### config.mk
export PLATFORM = sky130hd
export DESIGN_NAME = modem_frame_receiver_core
export DESIGN_NICKNAME = d
export VERILOG_FILES = /design/src/rtl/core/mfr_pkg.sv /design/src/rtl/core/mfr_kind_decode.sv /design/src/rtl/core/modem_frame_receiver_core.sv
export SDC_FILE = /design/constraint.sdc
export NUM_CORES = 1
export LEC_CHECK = 0
export ABC_CLOCK_PERIOD_IN_PS = 3500
export BUFFER_PORTS_ARGS = -buffer_cell sky130_fd_sc_hd__buf_4
export CAP_MARGIN = 25
export CORE_ASPECT_RATIO = 1.4
export CORE_UTILIZATION = 55
export DETAILED_ROUTE_END_ITERATION = 6
export PLACE_DENSITY = 0.78
export REMOVE_ABC_BUFFERS = 1
export SYNTH_ARGS = -nofsm -noshare
export SYNTH_HDL_FRONTEND = slang
export SYNTH_SLANG_ARGS = --single-unit
export TNS_END_PERCENT = 20
### constraint.sdc
create_clock -name i_clk -period 3.5 [get_ports i_clk]
set_input_delay 0.35 -clock i_clk [delete_from_list [all_inputs] [get_ports i_clk]]
set_output_delay 0.35 -clock i_clk [all_outputs]
set_load 0.02 [all_outputs]
### src/rtl/core/mfr_pkg.sv
// ----------------------------------------------------------------------------
// mfr_pkg
// Types and codes shared by the modem frame receiver files.
// ----------------------------------------------------------------------------
package mfr_pkg;

    typedef enum logic [1:0] {
        PH_HUNT = 2'd0,
        PH_LEN  = 2'd1,
        PH_BODY = 2'd2
    } t_phase;

    typedef logic [3:0] t_kind;

    localparam logic [7:0] START_BYTE   = 8'hE0;
    localparam logic [7:0] MIN_LENGTH   = 8'd3;
    localparam logic [7:0] FIRST_OFFSET = 8'd2;
    localparam logic [8:0] LIMIT_RESET  = 9'd200;

    localparam logic [7:0] TYPE_STATUS  = 8'h01;
    localparam logic [7:0] TYPE_VERSION = 8'h00;
    localparam logic [7:0] TYPE_HEADER  = 8'h10;
    localparam logic [7:0] TYPE_DATA    = 8'h11;
    localparam logic [7:0] TYPE_EOT     = 8'h13;
    localparam logic [7:0] TYPE_LOST    = 8'h12;
    localparam logic [7:0] TYPE_ACK     = 8'h70;
    localparam logic [7:0] TYPE_NAK     = 8'h7F;
    localparam logic [7:0] TYPE_DUMP    = 8'hF0;
    localparam logic [7:0] TYPE_DEBUG1  = 8'hF1;
    localparam logic [7:0] TYPE_DEBUG5  = 8'hF5;

    localparam t_kind KIND_STATUS  = 4'd0;
    localparam t_kind KIND_VERSION = 4'd1;
    localparam t_kind KIND_HEADER  = 4'd2;
    localparam t_kind KIND_DATA    = 4'd3;
    localparam t_kind KIND_EOT     = 4'd4;
    localparam t_kind KIND_LOST    = 4'd5;
    localparam t_kind KIND_ACK     = 4'd6;
    localparam t_kind KIND_NAK     = 4'd7;
    localparam t_kind KIND_DUMP    = 4'd8;
    localparam t_kind KIND_DEBUG1  = 4'd9;
    localparam t_kind KIND_UNKNOWN = 4'd14;

endpackage

### src/rtl/core/mfr_kind_decode.sv
// ----------------------------------------------------------------------------
// mfr_kind_decode
// Maps the frame type byte onto the frame kind code.
// ----------------------------------------------------------------------------
module mfr_kind_decode (
    input  logic [7:0]    i_type,
    output mfr_pkg::t_kind o_kind
);
    import mfr_pkg::*;

    always_comb begin
        case (i_type) inside
            TYPE_STATUS:  o_kind = KIND_STATUS;
            TYPE_VERSION: o_kind = KIND_VERSION;
            TYPE_HEADER:  o_kind = KIND_HEADER;
            TYPE_DATA:    o_kind = KIND_DATA;
            TYPE_EOT:     o_kind = KIND_EOT;
            TYPE_LOST:    o_kind = KIND_LOST;
            TYPE_ACK:     o_kind = KIND_ACK;
            TYPE_NAK:     o_kind = KIND_NAK;
            TYPE_DUMP:    o_kind = KIND_DUMP;
            [TYPE_DEBUG1:TYPE_DEBUG5]:
                o_kind = KIND_DEBUG1 + t_kind'(i_type[3:0] - TYPE_DEBUG1[3:0]);
            default:      o_kind = KIND_UNKNOWN;
        endcase
    end

endmodule

### src/rtl/core/modem_frame_receiver_core.sv
// ----------------------------------------------------------------------------
// modem_frame_receiver_core
// Length-prefixed serial frame parser: hunts for the start byte, checks the
// length byte and emits every body byte tagged with index, length and kind, or a length error result for a bad length.
// latency: results are registered and appear on the master side in the cycle after their byte is accepted
// throughput: one byte per cycle while the master side is not stalled, set by the state update
// the output register frees while a held result is taken, so no bubble
// reset: synchronous active low, hunting, limit 200, output empty
// ----------------------------------------------------------------------------
module modem_frame_receiver_core (
    input  logic        i_clk,
    input  logic        i_rst_n,
    // configuration: length_limit
    input  logic        i_cfg_valid,
    output logic        o_cfg_ready,
    input  logic [8:0]  i_cfg_data,
    // slave side
    input  logic        i_s_tvalid,
    output logic        o_s_tready,
    input  logic [7:0]  i_s_tdata,   // rx_byte
    // master side
    output logic        o_m_tvalid,
    input  logic        i_m_tready,
    output logic [23:0] o_m_tdata,   // byte_value, byte_index, frame_length
    output logic        o_m_tlast,   // last_of_frame
    output logic [4:0]  o_m_tuser    // frame_kind, length_error
);
    import mfr_pkg::*;

    t_phase      r_phase, n_phase;
    logic [7:0]  r_exp_len, n_exp_len;
    logic [7:0]  r_offset, n_offset;
    t_kind       r_kind, n_kind;
    logic [8:0]  r_limit;

    logic        r_m_valid;
    logic [7:0]  r_m_value, r_m_index, r_m_length;
    t_kind       r_m_kind;
    logic        r_m_last, r_m_err;

    logic        accept;
    logic        emit;
    logic [7:0]  res_value, res_index, res_length;
    t_kind       res_kind;
    logic        res_last, res_err;
    t_kind       dec_kind;
    logic        len_bad;
    logic        body_last;

    mfr_kind_decode u_kind (
        .i_type (i_s_tdata),
        .o_kind (dec_kind)
    );

    assign o_cfg_ready = 1'b1;
    assign o_s_tready  = !r_m_valid || i_m_tready;
    assign accept      = i_s_tvalid && o_s_tready;

    assign len_bad   = (i_s_tdata < MIN_LENGTH) || ({1'b0, i_s_tdata} >= r_limit);
    assign body_last = ({1'b0, r_offset} + 9'd1) >= {1'b0, r_exp_len};

    // next state
    always_comb begin
        n_phase   = r_phase;
        n_exp_len = r_exp_len;
        n_offset  = r_offset;
        n_kind    = r_kind;
        if (accept) begin
            case (r_phase)
                PH_LEN: begin
                    if (len_bad) begin
                        n_phase = PH_HUNT;
                    end else begin
                        n_phase   = PH_BODY;
                        n_exp_len = i_s_tdata;
                        n_offset  = FIRST_OFFSET;
                    end
                end
                PH_BODY: begin
                    if (r_offset == FIRST_OFFSET) begin
                        n_kind = dec_kind;
                    end
                    if (body_last) begin
                        n_phase = PH_HUNT;
                    end else begin
                        n_offset = r_offset + 8'd1;
                    end
                end
                default: begin
                    n_phase = (i_s_tdata == START_BYTE) ? PH_LEN : PH_HUNT;
                end
            endcase
        end
    end

    // result fields
    always_comb begin
        emit       = 1'b0;
        res_value  = i_s_tdata;
        res_index  = r_offset;
        res_length = r_exp_len;
        res_kind   = (r_offset == FIRST_OFFSET) ? dec_kind : r_kind;
        res_last   = body_last;
        res_err    = 1'b0;
        case (r_phase)
            PH_LEN: begin
                emit       = len_bad;
                res_value  = 8'd0;
                res_index  = 8'd1;
                res_length = i_s_tdata;
                res_kind   = KIND_UNKNOWN;
                res_last   = 1'b0;
                res_err    = 1'b1;
            end
            PH_BODY: begin
                emit = 1'b1;
            end
            default: begin
                emit = 1'b0;
            end
        endcase
    end

    always_ff @(posedge i_clk) begin
        if (!i_rst_n) begin
            r_phase   <= PH_HUNT;
            r_exp_len <= 8'd0;
            r_offset  <= 8'd0;
            r_kind    <= KIND_UNKNOWN;
            r_limit   <= LIMIT_RESET;
            r_m_valid <= 1'b0;
        end else begin
            r_phase   <= n_phase;
            r_exp_len <= n_exp_len;
            r_offset  <= n_offset;
            r_kind    <= n_kind;
            if (i_cfg_valid && o_cfg_ready) begin
                r_limit <= i_cfg_data;
            end
            if (o_s_tready) begin
                r_m_valid <= accept && emit;
            end
        end
    end

    always_ff @(posedge i_clk) begin
        if (o_s_tready) begin
            r_m_value  <= res_value;
            r_m_index  <= res_index;
            r_m_length <= res_length;
            r_m_kind   <= res_kind;
            r_m_last   <= res_last;
            r_m_err    <= res_err;
        end
    end

    assign o_m_tvalid = r_m_valid;
    assign o_m_tdata  = {r_m_length, r_m_index, r_m_value};
    assign o_m_tlast  = r_m_last;
    assign o_m_tuser  = {r_m_err, r_m_kind};

endmodule

==> metrics.txt <==
P_sw=approximately 370 uW; Final setup viols=0; Clock Sinks=62; Layout Nets=about 420; width of the die=66.8 um; Yosys cell types=54; pin count of the biggest net entering global routing=39; GRT overflow=0; Post-Synth XOR/XNOR Area=less than 1%; Critical Path Max Stage Delay=approximately 0.44 ns; GPL Wtd Cong=around 0.8; Yosys top cell by area=edfxtp_1; CP Capture Type=flop; area grow syn2layout=20.7%; crit path buf inv count=0; placed cell areas=about 0.0037 sq mm; minimum clock period=2.82 ns; dominant synthesized flop cell=dfxtp_1; Die Y=just over 90 um; Synth Area in Simple Gates=roughly 20%; CTS tree=done; Max H-tree Level=3; # IOs=55; Synth top cells by count=nand2_1, dfxtp_1, edfxtp_1, inv_1, o21ai_0; post-synthesis cell area=0.00323 sq mm; Sequential Power Share=around 47%; number of synthesized flops with an enable pin=30; Routed wire per std cell=15.1 um; Antenna Violating Nets Remaining=0; clock-pin slew on the worst setup and hold paths=~0.070 ns; most common cell in the synthesized netlist=nand2_1; clock root cell=clkbuf_8; initial antenna violation count=0; pre-CTS setup slack=between 0.7 and 0.8 ns; Worst path depth=12; Die ar.=approximately 0.0062 sq mm; Worst Path Arrival=3.11 ns; Max VDD drop=between 200 and 300 uV; Clk pwr share=a little under half; Pint=approximately 1.3 mW; PwrDens=roughly 430 mW/mm^2; Seq cells post-synth=62; warnings from Yosys=0; Post-synth ARST share=0%; sequential share of the synthesized area=a little under half; combinational family with the most area after synthesis=simple AND/OR/NAND/NOR gates; Routed WL=about 6900 um; post-synthesis mux area share=about 3.2%; CP required=3.80 ns; Worst-Margin Slew=~0.72 ns; Slew Limit Fails=0; slew margin rel.=about 52%; unrepaired setup endpoints after global routing=false; critical path, cell by cell=ha_1 -> and4_1 -> nand2_1 -> or2_2 -> nand2_1 -> ha_1 -> and3_1 -> a21oi_1 -> and3_1 -> a31oi_2 -> nor3_4 -> o221a_1; sw frac=between 20% and 30%; Syn Inst Count=331; first-pass GRT wire length=between 10000 and 15000 um; total CTS buffers=9; latest clock arrival within the worst-skew pair=0.35 ns; status=finished clean; Initial Util=between 50% and 60%; layout cells sized above 1=between 20% and 30%; Hold-fix buffers, CTS=0; DRT Pass-1 Iters=5; # rows=32; crit share post-route=80.4%; final instance area=about 0.004 sq mm; CP top delay family=simple AND/OR/NAND/NOR gates; # resized after CTS=0; Startpoint Class=flop; MaxCap Viol Count=0; Adder-Cell Fraction of Synth Area=under 10%; hold depth=3; GRT Total Usage=25.1%; initial DRC count=151; Peak Freq=approximately 0.36 GHz; # diodes=0; Lkg Pwr=around 1.7 nW; Slowest-stage cell, CP=dfxtp_1; Fin. Hold Viols=0; min-delay worst type=primary input to flop; Vias/cell=roughly 5.7; setup tns final=0 ns; Setup CP Type=flop to flop; syn avg cell area=9.76 sq um; share of Yosys cell area claimed by the top area cell type=27.9%; Synth area leaders=edfxtp_1, dfxtp_1, ha_1, nand2_1, o21ai_0; Setup Fix Bufs, Post-CTS=0; worst r2r path cells=12; Detailed Place HPWL=~4900 um; Logic pwr share=6.8%; DRC Markers=0; CP max FO=8; Core ar.=about 0.0056 sq mm; port bufs=53; clock buffer depth=2; vias in the first global route=between 2000 and 2500; Setup WS post-layout=between 0.6 and 0.7 ns; Compound-Gate Fraction of Synth Area=15.1%; clock skew=0.00655 ns; total number of vias=2590
## per-layer routing
layer  track usage, %  part of all wire (%)
met3             5.05                   5.1
met4             16.1                   3.5
met5                0                     0
met1             26.3                    38
met2             44.0                    53
## worst paths after layout
kind | from | endpoint | slack, ns
worst max-delay path | r_offset[0] | r_offset[1] | 0.68
worst min-delay path | i_cfg_data[3] | r_limit[3] | 0.21
worst max register to register | r_offset[0] | r_offset[1] | 0.68
worst min register to register | r_kind[0] | r_kind[0] | 0.46
## area by class of cell
| type | instances | area, sq um |
|---|---|---|
| multi-input combinational | 227 | 1510 |
| sequential | 62 | 1540 |
| inverter | 27 | 101 |
| clock buffer | 9 | 124 |
| clock inverter | 7 | 123 |
| timing repair buffer | 55 | 413 |
| tap | 68 | 85.1 |
| fill | 435 | 1670 |
## registers in the layout, indices dropped and copies added (netlist names)
name and flops:
r_m_index 8, r_offset 8, r_m_kind 4, r_m_value 8, r_m_err 1, o_m_tlast 1, o_m_tvalid 1, r_m_length 8
r_phase 2, r_exp_len 8, r_limit 9, r_kind 4
## through the flow
step	std cells	hold slack, ns	utilization, %	power, mW
floorplan	316	0.412	-	0.842
global placement	439	0.444	65.6	0.896
detailed placement	439	0.449	65.6	0.899
CTS	455	0.203	70.0	1.66
global route	455	0.225	70.0	1.70
finish	455	0.206	70.0	1.66
## kinds of logic after synthesis
kind of cell,after synthesis
adder cells (fa/ha/maj),20
multiplexers,10
AO/OA/AOI/OAI,69
buffers and inverters,42
AND/OR/NAND/NOR,124
flip-flops,62
other,1
XOR/XNOR,3
## power by group through the flow
stage                     Clock (mW)  Sequential, mW  Combinational, mW
final                          0.775           0.771              0.113
after global routing           0.798           0.772              0.126
after CTS                      0.778           0.771              0.113
after detailed placement           0           0.787              0.112
after global placement             0           0.787              0.109
after floorplan                    0           0.793             0.0490
## worst min-delay path: stages
cell	delay (ns)
buf_4	0.07
nand2_1	0.04
o211ai_1	0.06
## placed cells by master (no fill, tap or decap), types with 17 or more instances in the layout
cell / netlist / routed
nor2b_1: 17 / 17
nor2_1: 17 / 17
dfxtp_1: 32 / 32
o21ai_0: 22 / 22
ha_1: 20 / 20
nand2_1: 45 / 45
nand3_1: 17 / 17
buf_4: 3 / 55
edfxtp_1: 30 / 30
inv_1: 27 / 27
(Power assumes the default switching activity.)
